===== src/rtl/ulaw_noise_gate_lookback_top_macros.svh =====
// ----------------------------------------------------------------------------
// Assertion macros for the u-law noise gate
// Shared clocking for the concurrent checks, with or without reset handling.
// ----------------------------------------------------------------------------
`ifndef ULAW_NOISE_GATE_LOOKBACK_TOP_MACROS_SVH
`define ULAW_NOISE_GATE_LOOKBACK_TOP_MACROS_SVH

// check on every rising edge, skipped while reset is high
`define NGL_ASSERT(label, prop, msg) \
  label: assert property (@(posedge clk) disable iff (rst) (prop)) else $error(msg);

// check on every rising edge, reset included
`define NGL_ASSERT_ALWAYS(label, prop, msg) \
  label: assert property (@(posedge clk) (prop)) else $error(msg);

`endif


===== src/rtl/ngl_pkg.sv =====
`timescale 1ns / 1ps
// ----------------------------------------------------------------------------
// ngl_pkg
// Constants, register codes and shared types of the u-law noise gate.
// ----------------------------------------------------------------------------
package ngl_pkg;

  localparam int MAX_HOLD_DEF = 63;

  localparam int CFG_IDX_W  = 2;
  localparam int CFG_DATA_W = 8;

  localparam logic [CFG_IDX_W-1:0] CFG_DELETE_SILENCE = 2'd0;
  localparam logic [CFG_IDX_W-1:0] CFG_LOUD_THRESHOLD = 2'd1;
  localparam logic [CFG_IDX_W-1:0] CFG_HOLD_LEN       = 2'd2;
  localparam logic [CFG_IDX_W-1:0] CFG_SILENCE_CODE   = 2'd3;

  localparam logic       RST_DELETE_SILENCE = 1'b0;
  localparam logic [6:0] RST_LOUD_THRESHOLD = 7'd32;
  localparam logic [5:0] RST_HOLD_LEN       = 6'd63;
  localparam logic [7:0] RST_SILENCE_CODE   = 8'hFF;

  localparam logic [7:0] MAG_MASK = 8'h7F;

  typedef struct packed {
    logic       delete_silence;
    logic [6:0] loud_threshold;
    logic [7:0] silence_code;
  } cfg_t;

endpackage


===== src/rtl/ngl_ring.sv =====
`timescale 1ns / 1ps
// ----------------------------------------------------------------------------
// ngl_ring
// Hold ring storage: one write port, one read port, registered read data.
// ----------------------------------------------------------------------------
module ngl_ring #(
  parameter int DEPTH = 63,
  parameter int AW    = 6
) (
  input  logic          clk,
  input  logic          we,
  input  logic [AW-1:0] waddr,
  input  logic [7:0]    wdata,
  input  logic          re,
  input  logic [AW-1:0] raddr,
  output logic [7:0]    rdata
);

  logic [7:0] mem [DEPTH];

  always_ff @(posedge clk) begin
    if (we) begin
      mem[waddr] <= wdata;
    end
  end

  always_ff @(posedge clk) begin
    if (re) begin
      rdata <= mem[raddr];
    end
  end

endmodule


===== src/rtl/ngl_ctrl.sv =====
`timescale 1ns / 1ps
// ----------------------------------------------------------------------------
// ngl_ctrl
// Gate sequencer: decides per sample, fills the hold ring, replays it on an
// opening and drives the registered output.
// ----------------------------------------------------------------------------
`include "ulaw_noise_gate_lookback_top_macros.svh"

module ngl_ctrl import ngl_pkg::*; #(
  parameter int MAX_HOLD = MAX_HOLD_DEF,
  parameter int CW       = $clog2(MAX_HOLD + 1)
) (
  input  logic          clk,
  input  logic          rst,
  input  cfg_t          cfg,
  input  logic [CW-1:0] len,
  input  logic          in_valid,
  output logic          in_stall,
  input  logic [7:0]    sample_in,
  output logic          out_valid,
  input  logic          out_stall,
  output logic [7:0]    sample_out,
  output logic          last
);

  localparam int AW = (MAX_HOLD > 1) ? $clog2(MAX_HOLD) : 1;

  typedef enum logic [3:0] {
    S_IDLE   = 4'b0001,
    S_PROC   = 4'b0010,
    S_REPLAY = 4'b0100,
    S_FINAL  = 4'b1000
  } state_t;

  state_t        state, state_next;
  logic          gate_open, gate_open_next;
  logic [CW-1:0] quiet_run, quiet_run_next;
  logic [CW:0]   skip_count, skip_count_next;
  logic [CW-1:0] ring_ptr, ring_ptr_next;
  logic [CW-1:0] rd_ptr, rd_ptr_next;
  logic [CW-1:0] rep_cnt, rep_cnt_next;
  logic [7:0]    samp;
  logic          out_valid_next;
  logic [7:0]    sample_out_next;
  logic          last_next;

  logic          slot_free;
  logic          loud;
  logic [CW-1:0] ptr_n;
  logic [CW-1:0] cnt;
  logic [CW:0]   start_w;
  logic [CW-1:0] start;
  logic [CW:0]   skip_inc;
  logic [CW:0]   len1;
  logic [CW:0]   skip_new;
  logic          emit_sil;
  logic [CW:0]   q;
  logic          close_gate;

  logic          ring_we;
  logic          ring_re;
  logic [AW-1:0] ring_waddr;
  logic [AW-1:0] ring_raddr;
  logic [7:0]    ring_rdata;

  function automatic logic [CW-1:0] wrap_inc(logic [CW-1:0] v, logic [CW-1:0] n);
    logic [CW:0] sum;
    sum = {1'b0, v} + 1'b1;
    return (sum >= {1'b0, n}) ? '0 : sum[CW-1:0];
  endfunction

  assign in_stall  = (state != S_IDLE);
  assign slot_free = !out_valid || !out_stall;

  assign loud     = (samp & MAG_MASK) <= {1'b0, cfg.loud_threshold};
  assign ptr_n    = (ring_ptr >= len) ? '0 : ring_ptr;
  assign cnt      = (skip_count < {1'b0, len}) ? skip_count[CW-1:0] : len;
  assign start_w  = (cnt > ptr_n) ? ({1'b0, ptr_n} + {1'b0, len} - {1'b0, cnt})
                                  : ({1'b0, ptr_n} - {1'b0, cnt});
  assign start    = start_w[CW-1:0];
  assign skip_inc = skip_count + 1'b1;
  assign len1     = {1'b0, len} + 1'b1;
  assign skip_new = (skip_inc > len1) ? len1 : skip_inc;
  assign emit_sil = !cfg.delete_silence && (skip_new > {1'b0, len});
  assign q          = {1'b0, quiet_run} + 1'b1;
  assign close_gate = q >= {1'b0, len};

  always_comb begin
    state_next      = state;
    gate_open_next  = gate_open;
    quiet_run_next  = quiet_run;
    skip_count_next = skip_count;
    ring_ptr_next   = ring_ptr;
    rd_ptr_next     = rd_ptr;
    rep_cnt_next    = rep_cnt;
    out_valid_next  = out_valid && out_stall;
    sample_out_next = sample_out;
    last_next       = last;
    ring_we         = 1'b0;
    ring_re         = 1'b0;
    ring_waddr      = ptr_n[AW-1:0];
    ring_raddr      = rd_ptr[AW-1:0];

    unique case (state)
      S_IDLE: begin
        if (in_valid) begin
          state_next = S_PROC;
        end
      end
      S_PROC: begin
        if (gate_open) begin
          if (slot_free) begin
            out_valid_next  = 1'b1;
            sample_out_next = samp;
            last_next       = 1'b1;
            if (loud) begin
              quiet_run_next = '0;
            end else if (close_gate) begin
              gate_open_next  = 1'b0;
              quiet_run_next  = '0;
              skip_count_next = '0;
              ring_ptr_next   = '0;
            end else begin
              quiet_run_next = q[CW-1:0];
            end
            state_next = S_IDLE;
          end
        end else if (loud) begin
          ring_ptr_next = ptr_n;
          if (cnt == '0) begin
            state_next = S_FINAL;
          end else begin
            ring_re      = 1'b1;
            ring_raddr   = start[AW-1:0];
            rd_ptr_next  = wrap_inc(start, len);
            rep_cnt_next = cnt;
            state_next   = S_REPLAY;
          end
        end else if (!emit_sil || slot_free) begin
          ring_we         = 1'b1;
          ring_ptr_next   = wrap_inc(ptr_n, len);
          skip_count_next = skip_new;
          if (emit_sil) begin
            out_valid_next  = 1'b1;
            sample_out_next = cfg.silence_code;
            last_next       = 1'b1;
          end
          state_next = S_IDLE;
        end
      end
      S_REPLAY: begin
        if (slot_free) begin
          out_valid_next  = 1'b1;
          sample_out_next = ring_rdata;
          last_next       = 1'b0;
          rep_cnt_next    = rep_cnt - 1'b1;
          if (rep_cnt == CW'(1)) begin
            state_next = S_FINAL;
          end else begin
            ring_re     = 1'b1;
            rd_ptr_next = wrap_inc(rd_ptr, len);
          end
        end
      end
      S_FINAL: begin
        if (slot_free) begin
          out_valid_next  = 1'b1;
          sample_out_next = samp;
          last_next       = 1'b1;
          gate_open_next  = 1'b1;
          state_next      = S_IDLE;
        end
      end
    endcase
  end

  always_ff @(posedge clk) begin
    if (rst) begin
      state      <= S_IDLE;
      gate_open  <= 1'b0;
      quiet_run  <= CW'(MAX_HOLD);
      skip_count <= '0;
      ring_ptr   <= '0;
      out_valid  <= 1'b0;
    end else begin
      state      <= state_next;
      gate_open  <= gate_open_next;
      quiet_run  <= quiet_run_next;
      skip_count <= skip_count_next;
      ring_ptr   <= ring_ptr_next;
      out_valid  <= out_valid_next;
    end
  end

  always_ff @(posedge clk) begin
    if (in_valid && !in_stall) begin
      samp <= sample_in;
    end
    rd_ptr     <= rd_ptr_next;
    rep_cnt    <= rep_cnt_next;
    sample_out <= sample_out_next;
    last       <= last_next;
  end

  ngl_ring #(
    .DEPTH (MAX_HOLD),
    .AW    (AW)
  ) u_ring (
    .clk   (clk),
    .we    (ring_we),
    .waddr (ring_waddr),
    .wdata (samp),
    .re    (ring_re),
    .raddr (ring_raddr),
    .rdata (ring_rdata)
  );

  `NGL_ASSERT(a_ring_one_port, !(ring_we && ring_re), "ring read and write in one cycle")
  `NGL_ASSERT(a_read_state, ring_re |-> (state == S_PROC || state == S_REPLAY), "stray ring read")
  `NGL_ASSERT(a_replay_cnt, (state == S_REPLAY) |-> (rep_cnt != '0), "replay with empty count")
  `NGL_ASSERT(a_final_last, (state == S_FINAL && slot_free) |=> (out_valid && last), "opening lost")
  `NGL_ASSERT(a_open_src, $rose(gate_open) |-> $past(state == S_FINAL), "gate opened outside final")

endmodule


===== src/rtl/ulaw_noise_gate_lookback_top.sv =====
`timescale 1ns / 1ps
// Flow: a request is taken only in idle; the processing state registers its passed or
// silence byte when the output is free. An opening with n <= hold_len buffered bytes
// replays them, one ring read and one output byte per cycle while the output is free.
// Reset (rst, synchronous): gate closed, quiet count at full length, ring empty,
// registers back to delete 0, threshold 32, hold 63, silence code 0xFF.
// ----------------------------------------------------------------------------
// ulaw_noise_gate_lookback_top
// u-law noise gate with look-back ring: configuration registers and sequencer.
// ----------------------------------------------------------------------------
module ulaw_noise_gate_lookback_top import ngl_pkg::*; #(
  parameter int MAX_HOLD = MAX_HOLD_DEF
) (
  input  logic                  clk,
  input  logic                  rst,
  input  logic                  cfg_valid,
  output logic                  cfg_ready,
  input  logic [CFG_IDX_W-1:0]  cfg_index,
  input  logic [CFG_DATA_W-1:0] cfg_data,
  input  logic                  in_valid,
  output logic                  in_stall,
  input  logic [7:0]            sample_in,
  output logic                  out_valid,
  input  logic                  out_stall,
  output logic [7:0]            sample_out,
  output logic                  last
);

  localparam int CW = $clog2(MAX_HOLD + 1);

  cfg_t          cfg;
  logic [5:0]    hold_len;
  logic [5:0]    hold_nz;
  logic [5:0]    hold_eff;
  logic [CW-1:0] len;

  assign cfg_ready = 1'b1;

  always_ff @(posedge clk) begin
    if (rst) begin
      cfg.delete_silence <= RST_DELETE_SILENCE;
      cfg.loud_threshold <= RST_LOUD_THRESHOLD;
      hold_len           <= RST_HOLD_LEN;
      cfg.silence_code   <= RST_SILENCE_CODE;
    end else if (cfg_valid && cfg_ready) begin
      unique case (cfg_index)
        CFG_DELETE_SILENCE: cfg.delete_silence <= cfg_data[0];
        CFG_LOUD_THRESHOLD: cfg.loud_threshold <= cfg_data[6:0];
        CFG_HOLD_LEN:       hold_len           <= cfg_data[5:0];
        CFG_SILENCE_CODE:   cfg.silence_code   <= cfg_data[7:0];
      endcase
    end
  end

  assign hold_nz  = (hold_len == '0) ? 6'd1 : hold_len;
  assign hold_eff = (hold_nz > 6'(MAX_HOLD)) ? 6'(MAX_HOLD) : hold_nz;
  assign len      = hold_eff[CW-1:0];

  ngl_ctrl #(
    .MAX_HOLD (MAX_HOLD),
    .CW       (CW)
  ) u_ctrl (
    .clk        (clk),
    .rst        (rst),
    .cfg        (cfg),
    .len        (len),
    .in_valid   (in_valid),
    .in_stall   (in_stall),
    .sample_in  (sample_in),
    .out_valid  (out_valid),
    .out_stall  (out_stall),
    .sample_out (sample_out),
    .last       (last)
  );

endmodule


===== config.mk =====
export PLATFORM = sky130hd
export DESIGN_NAME = ulaw_noise_gate_lookback_top
export DESIGN_NICKNAME = d
export VERILOG_FILES = /design/src/rtl/ngl_pkg.sv /design/src/rtl/ngl_ring.sv /design/src/rtl/ngl_ctrl.sv /design/src/rtl/ulaw_noise_gate_lookback_top.sv
export VERILOG_INCLUDE_DIRS = /design/src /design/src/rtl
export SDC_FILE = /design/constraint.sdc
export NUM_CORES = 1
export LEC_CHECK = 0
export ABC_CLOCK_PERIOD_IN_PS = 8600
export BUFFER_PORTS_ARGS = -buffer_cell sky130_fd_sc_hd__buf_4
export CORE_UTILIZATION = 55
export CTS_BUF_LIST = sky130_fd_sc_hd__clkbuf_16
export DETAILED_ROUTE_END_ITERATION = 10
export GPL_TIMING_DRIVEN = 0
export MAX_ROUTING_LAYER = met4
export PLACE_DENSITY_LB_ADDON = 0.1
export SLEW_MARGIN = 5
export SYNTH_ARGS = -nofsm -noshare
export SYNTH_HDL_FRONTEND = slang
export SYNTH_HIERARCHICAL = 1
export SYNTH_SLANG_ARGS = --single-unit

===== constraint.sdc =====
create_clock -name clk -period 8.6 [get_ports clk]
set_input_delay 0.43 -clock clk [delete_from_list [all_inputs] [get_ports clk]]
set_output_delay 0.43 -clock clk [all_outputs]
set_load 0.05 [all_outputs]

==> flow_summary_export.csv, run 1 <==
group,metric,value,unit
grt,grt_max_degree,32,
final_layout,final_util,0.6354,
sta,setup_viol,0,
logic_synthesis,ys_ff_latch,588,
placement,placed_area,27680,sq um
route,wl,64810,microns
floorplan,core,46750,sq um
logic_synthesis,synth-edff-count,541,
sta,rsz0062_at_grt,"false",
grt,grtUsageMet2,0.4584,
final_layout,diodes,0,
route,wl_per_cell,26.75,microns
floorplan,row_count,79,
cts,cts_buffer_depth,3,
placement,place_congestion,0.9111,
route,via_count,15346,
sta,fmax,122.9,MHz
status,violations,"DRC",
grt,grtUsageMet1,0.3681,
final_layout,syn2layout_area_growth,13.53,%
power_and_ir_drop,max-vdd-ir-drop,0.0002449,V
setup_path,cp-endpoint,"u_ctrl/u_ring/mem[29][2]$_DFFE_PP_",
cts,ctsHoldBuffers,8,
hold_path,hp-start,"cfg_data[7]",
placement,place_inst,2307,
cts,clock_latency,0.62,ns
grt,grt_overflow,0,
setup_path,r2r_start,"hold_len[1]$_SDFFE_PP1P_",
power_and_ir_drop,pwr_density_cell,208.3,nW/um^2
route,ant_nets,0,
logic_synthesis,ys.flop_type,"edfxtp_1",
logic_synthesis,synth-seq-area-share,0.6568,
floorplan,fp.dieH,220.1,microns
sta,tightestPinTransition,1.251,ns
grt,grt_pass1_vias,15200,
logic_synthesis,yosysUniqueCellTypes,78,
route,drt-vias-per-instance,6.333,
grt,grt.total_usage,0.2840,
placement,dp_hpwl,45020,microns
sta,fin_crit_sh,0.9460,
route,drt_iter0_drc,1610,
cts,cts_tree,"yes",
setup_path,worst_setup_path_end_kind,"flop",
sta,relSlewSlack,0.1598,
status,status,"complete, but fails checks",
cts,cts_sinks,588,
floorplan,die_area,48450,sq um
logic_synthesis,synth_top_area_frac,0.6209,
cts,numCtsBuffers,59,
logic_synthesis,synth_commonest_cells,"edfxtp_1 (541), nor2_1 (135), mux4_2 (100), ha_1 (75), mux2i_1 (75)",
sta,hold_viol,0,
logic_synthesis,synth_most_common_cell,"edfxtp_1",
cts,cts-root-buf,"clkbuf_16",
final_layout,layout.nets,1873,
logic_synthesis,syn_avg_cell_area,15.87,sq um
placement,io_buffers,32,
final_layout,design_area,29710,sq um
sta,setup-tns-final,0,ns
cts,path_clk_slew,0.06,ns
placement,pre_cts_ws,0.6808,ns
logic_synthesis,synth_area,26170,sq um
flow_run,drv_cap,0,
logic_synthesis,synth_top_cell_by_area,"edfxtp_1",
power_and_ir_drop,p_leak,10.21,nW
hold_path,min_path_type,"input port to flop",
grt,met3_usage,0.04569,
setup_path,cp-startpoint,"hold_len[1]$_SDFFE_PP1P_",
cts,cts_resized,0,
logic_synthesis,synth_cells,1649,
logic_synthesis,synthTopCellsByArea,"edfxtp_1 (62%), mux4_2 (8.6%), dfxtp_1 (3.6%)",
floorplan,start_util,0.5597,
grt,grt_pass1_wl,96080,microns
setup_path,r2r_cells,20,
sta,min_period,8.136,ns
floorplan,dieWidth,220.1,microns
setup_path,crit_fanout,13,
setup_path,startpoint_type,"flop",
setup_path,r2r_setup_slack,0.46,ns
floorplan,boundaryPins,35,
logic_synthesis,yosysWarnings,6,
sta,fin_skew,0.02089,ns
final_layout,final_layout_size_suffix_gt1_frac,0.1641,
logic_synthesis,async_flop_share,0,
cts,htreeDepth,2,
sta,final.setup.worst_slack,0.4641,ns
route,dr.pass1.iters,9,
route,drcViolationCount,6,
setup_path,rr_endpoint,"u_ctrl/u_ring/mem[29][2]$_DFFE_PP_",
final_layout,fill_cells,3350,
final_layout,fin_cells,2423,
setup_path,critPathRequiredTime,8.82,ns
logic_synthesis,syn_nets,1753,
setup_path,critPathArrivalTime,8.36,ns
sta,report.final.slew_viol_count,0,
grt,antenna_found_initial,0,
grt,top_usage_layer,"met2",
setup_path,critPathKind,"flop to flop",
cts,post_cts_buffers,0,
==> flip-flops by register name, summed over array words and instances (netlist names), 4 cells and up <==
name and count:
hold_len 6, u_ctrl/quiet_run 6, cfg 16, u_ctrl/u_ring/mem 504, u_ctrl/sample_out 8, u_ctrl/u_ring/rdata 8, u_ctrl/skip_count 7, u_ctrl/samp 8
u_ctrl/state 4, u_ctrl/ring_ptr 6, u_ctrl/rep_cnt 6, u_ctrl/rd_ptr 6
==> where the power goes <==
part	total (W)	switching [W]	internal (W)
registers	0.00317	0.0000256	0.00315
logic	0.000455	0.000270	0.000184
clock network	0.00256	0.00106	0.00150
total	0.00619	0.00136	0.00483
==> area by class of cell <==
class,instances,area [sq um],share of cell area
Tap cell,607,759.5,0.02557
Timing Repair Buffer,59,823.3,0.02771
Inverter,37,138.9,0.004675
Multi-Input combinational cell,942,8387,0.2823
Clock buffer,60,1501,0.05054
Sequential cell,588,17190,0.5785
Buffer,82,469.2,0.01579
Clock inverter,48,441.7,0.01487
==> worst min-delay path by stage <==
stage / slack, ns / cells after the start / endpoint
floorplan: 0.45 / 2 / cfg[10]$_SDFFE_PP0P_
global placement: 0.46 / 2 / cfg[10]$_SDFFE_PP0P_
detailed placement: 0.47 / 2 / cfg[10]$_SDFFE_PP0P_
CTS: 0.07 / 3 / hold_len[0]$_SDFFE_PP1P_
global route: 0.1 / 3 / hold_len[0]$_SDFFE_PP1P_
finish: 0.09 / 3 / cfg[7]$_SDFFE_PP1P_
==> layer usage <==
layer	routed length, microns	vias up	share of wire
met5	0	-	0
met4	2190	0	0.034
met3	4712	125	0.073
met2	31950	650	0.49
met1	25950	7779	0.40
li1	-	6792	-
==> critical path, cell delays in order (launching register included) <==
cell and delay (ns):
dfxtp_1 0.40, or4_1 0.55, o21bai_2 0.70, ha_1 0.34, nand3_1 0.11, xnor2_1 0.18, ha_1 0.32, nand4_1 0.13
a21oi_1 0.26, nor2_1 0.08, nor2_1 0.56, mux2i_1 0.38, ha_1 0.32, a2111oi_0 0.41, nand2_1 0.13, nand3_1 0.24
nand2_1 0.10, a21oi_2 0.62, nor2b_1 0.35, nand3_1 0.60, nor2_1 0.93
==> cells by family (layout without fill, tap and decap cells) <==
kind of cell,after synthesis,after routing,share of synthesized area
DFF,588,588,0.6568
and+or+nand+nor,382,382,0.07130
AOI/OAI and AO/OA,247,247,0.06537
muxes,193,193,0.1300
buffers and inverters,119,286,0.02324
adders and majority gates,81,81,0.04045
xor gates and xnor gates,38,38,0.01272
other,1,1,0.0001433
==> cell usage in the layout, fill, tap and decap left out, drive strengths merged, types with 13 or more instances in the layout <==
| cell | instances |
|---|---|
| a21oi | 46 |
| inv | 45 |
| nor3 | 22 |
| ha | 75 |
| xnor2 | 22 |
| clkinv | 29 |
| clkbuf | 94 |
| buf | 98 |
| edfxtp | 541 |
| nand3 | 41 |
| mux4 | 113 |
| nor2 | 135 |
| nand3b | 13 |
| o21ai | 40 |
| a22oi | 30 |
| nand2 | 68 |
| nor2b | 19 |
| mux2i | 75 |
| nand2b | 30 |
| o22ai | 14 |
| xor2 | 16 |
| o221ai | 14 |
| a211oi | 22 |
| dfxtp | 47 |
==> metrics by stage <==
stage / total power [W] / hold slack, ns
after global routing: 0.006373 / 0.09669
after global placement: 0.003641 / 0.4629
after CTS: 0.006231 / 0.06919
final: 0.006188 / 0.09165
after floorplan: 0.003513 / 0.4489
after detailed placement: 0.003677 / 0.4660
(Power assumes the default switching activity.)
==> run 2: changes to the inputs <==
--- a/config.mk
+++ b/config.mk
@@ -8,6 +8,7 @@
 export LEC_CHECK = 0
 export ABC_CLOCK_PERIOD_IN_PS = 8600
 export BUFFER_PORTS_ARGS = -buffer_cell sky130_fd_sc_hd__buf_4
+export CORE_ASPECT_RATIO = 0.7
 export CORE_UTILIZATION = 55
 export CTS_BUF_LIST = sky130_fd_sc_hd__clkbuf_16
 export DETAILED_ROUTE_END_ITERATION = 10
==> run 2 against run 1 <==
The run now ends clean; final cell count about the same; clock power hardly changed; combinational power grew 0.9%; via count rose by 2.8%; maximum frequency rose by 0.92%; design area fell by 0.19%; critical path depth shrank 2; clock skew rose by 0.014 ns.
==> flow_summary_export.csv, run 2 (same netlist as run 1, synthesis figures left out) <==
group,metric,value,unit
grt,antenna_found_initial,0,
floorplan,fp.dieH,184.5,microns
setup_path,crit_fanout,10,
power_and_ir_drop,p_leak,10.17,nW
cts,numCtsBuffers,54,
power_and_ir_drop,switching_share,0.2236,
setup_path,worst_setup_path_end_kind,"flop",
route,ant_nets,0,
sta,report.final.slew_viol_count,0,
placement,dp_hpwl,46660,microns
setup_path,crit_path_cell_trace,"dlygate4sd3_1, inv_1, ha_1, o21ai_0, nand2_1, mux2i_1, fa_1, fa_1, xor2_1, o21a_1, mux2_2, clkbuf_1, buf_2, buf_2, nand2b_1, o221ai_1, a21oi_1, o311ai_0",
power_and_ir_drop,power_frac_comb,0.074,
route,wl_per_cell,27.64,microns
setup_path,max_stage_delay,1.05,ns
sta,fin_skew,0.03513,ns
floorplan,boundaryPins,35,
final_layout,top_register,"u_ctrl/u_ring/mem",
flow_run,drv_cap,0,
cts,cts_tree,"yes",
floorplan,core,46660,sq um
floorplan,start_util,0.5608,
placement,placed_area,27670,sq um
placement,place_congestion,1.023,
cts,path_clk_slew,0.07,ns
route,dr.pass1.iters,5,
status,status,"finished, final reports clean",
sta,fmax,124.0,MHz
grt,grt.total_usage,0.2879,
floorplan,dieWidth,262.7,microns
cts,cts_buffer_depth,3,
final_layout,layout.nets,1869,
final_layout,design_area,29650,sq um
power_and_ir_drop,pwr_density_cell,207.8,nW/um^2
sta,rsz0062_at_grt,"false",
power_and_ir_drop,p_clk_frac,0.411,
grt,grt_pass1_wl,97860,microns
hold_path,min_path_type,"input port to flop",
sta,relSlewSlack,0.1455,
route,via_count,15774,
grt,grt_max_degree,32,
sta,setup-tns-final,0,ns
final_layout,diodes,0,
power_and_ir_drop,p_sw,0.001377,W
sta,hold_viol,0,
power_and_ir_drop,p_seq_frac,0.515,
floorplan,die_area,48470,sq um
setup_path,r2r_start,"hold_len[5]$_SDFFE_PP1P_",
route,drt-vias-per-instance,6.515,
route,wl,66930,microns
route,drcViolationCount,0,
final_layout,layout_commonest_cell,"edfxtp_1",
setup_path,cp_num_buf_inv,5,
final_layout,reg.largest.list,"u_ctrl/u_ring/mem x504, cfg x16",
cts,cts_sinks,588,
setup_path,critPathArrivalTime,8.28,ns
sta,setup_viol,0,
grt,grt_overflow,0,
floorplan,row_count,66,
final_layout,largest_reg_flops,504,
hold_path,hp-start,"cfg_data[7]",
setup_path,cpMaxStageDelayCell,"o311ai_0",
final_layout,final_cell_mix,"edfxtp_1 (541), nor2_1 (135), mux4_2 (100), mux2i_1 (75), ha_1 (75)",
grt,grt_pass1_vias,14806,
route,drt_iter0_drc,2236,
cts,cts-root-buf,"clkbuf_16",
setup_path,cp-startpoint,"hold_len[5]$_SDFFE_PP1P_",
cts,htreeDepth,2,
final_layout,syn2layout_area_growth,13.32,%
setup_path,startpoint_type,"flop",
setup_path,critPathRequiredTime,8.82,ns
setup_path,path_delay_family,"buffers and inverters",
sta,fin_crit_sh,0.9374,
sta,min_period,8.062,ns
placement,io_buffers,32,
final_layout,final_layout_size_suffix_gt1_frac,0.1653,
power_and_ir_drop,p_int,0.004783,W
setup_path,critPathKind,"flop to flop",
cts,clock_latency,0.60,ns
power_and_ir_drop,max-vdd-ir-drop,0.0001907,V
sta,tightestPinTransition,1.266,ns
-- run 2: changes by cell type in the layout (fill, tap and decap cells not counted), moves of 2 or more --
| cell | delta |
|---|---|
| inv_6 | -2 |
| clkbuf_16 | -4 |
| clkinv_4 | +3 |
| clkinv_1 | -5 |
| inv_1 | -2 |
-- run 2: per-stage QoR --
stage / setup WS, ns / hold WS (ns) / std cells / util / power, W
floorplan: 2.447 / 0.4489 / 1649 / - / 0.003513
global placement: -0.06449 / 0.4586 / 2293 / 0.5824 / 0.003642
detailed placement: 0.4136 / 0.4723 / 2312 / 0.5931 / 0.003678
CTS: 0.3772 / 0.08843 / 2420 / 0.6351 / 0.006174
global route: 0.2136 / 0.1059 / 2421 / 0.6355 / 0.006345
finish: 0.5380 / 0.1007 / 2421 / 0.6355 / 0.006161
-- run 2: path summary, 6_finish.rpt --
check	end	slack (ns)	cells after the start
worst max register to register	u_ctrl/u_ring/rdata[1]$_DFFE_PP_	0.54	18
worst min register to register	cfg[9]$_SDFFE_PP0P_	0.48	2
worst max-delay path	u_ctrl/u_ring/rdata[1]$_DFFE_PP_	0.54	18
worst min-delay path	cfg[7]$_SDFFE_PP1P_	0.10	3
-- run 2: routing by layer --
metal  vias up  wire, microns  track usage
li1       6798              -            -
met1      8028          29880       0.4330
met2       855          27930       0.3893
met3        93           7975      0.08363
met4         0           1138      0.05506
met5         -              0            -
-- run 2: tightest hold or removal path, delay by kind of cell --
family                 cells  cell delay [ns]
buffers and inverters      1             0.08
muxes                      1             0.11
and+or+nand+nor            1             0.04
-- run 2: layout make-up --
cell class	count	area [sq um]
Buffer	82	469.2
Tap cell	612	765.7
Fill cell	3254	17010
Multi-Input combinational cell	942	8399
Sequential cell	588	17190
Clock buffer	56	1401
Clock inverter	44	475.5
Inverter	37	138.9
Timing Repair Buffer	60	815.8
-- run 2: power by group through the flow --
stage / registers (W) / clock network, W / logic, W
floorplan: 0.00324 / 0 / 0.000268
global placement: 0.00327 / 0 / 0.000371
detailed placement: 0.00323 / 0 / 0.000444
CTS: 0.00317 / 0.00255 / 0.000449
global route: 0.00317 / 0.00267 / 0.000498
finish: 0.00317 / 0.00253 / 0.000459
-- run 2: repair_timing --
item	in CTS	in global routing
hold buffers	8	0
endpoints found under the setup margin	0	46
setup buffers	0	0
hold endpoints to repair	8	0
resized for setup	0	2
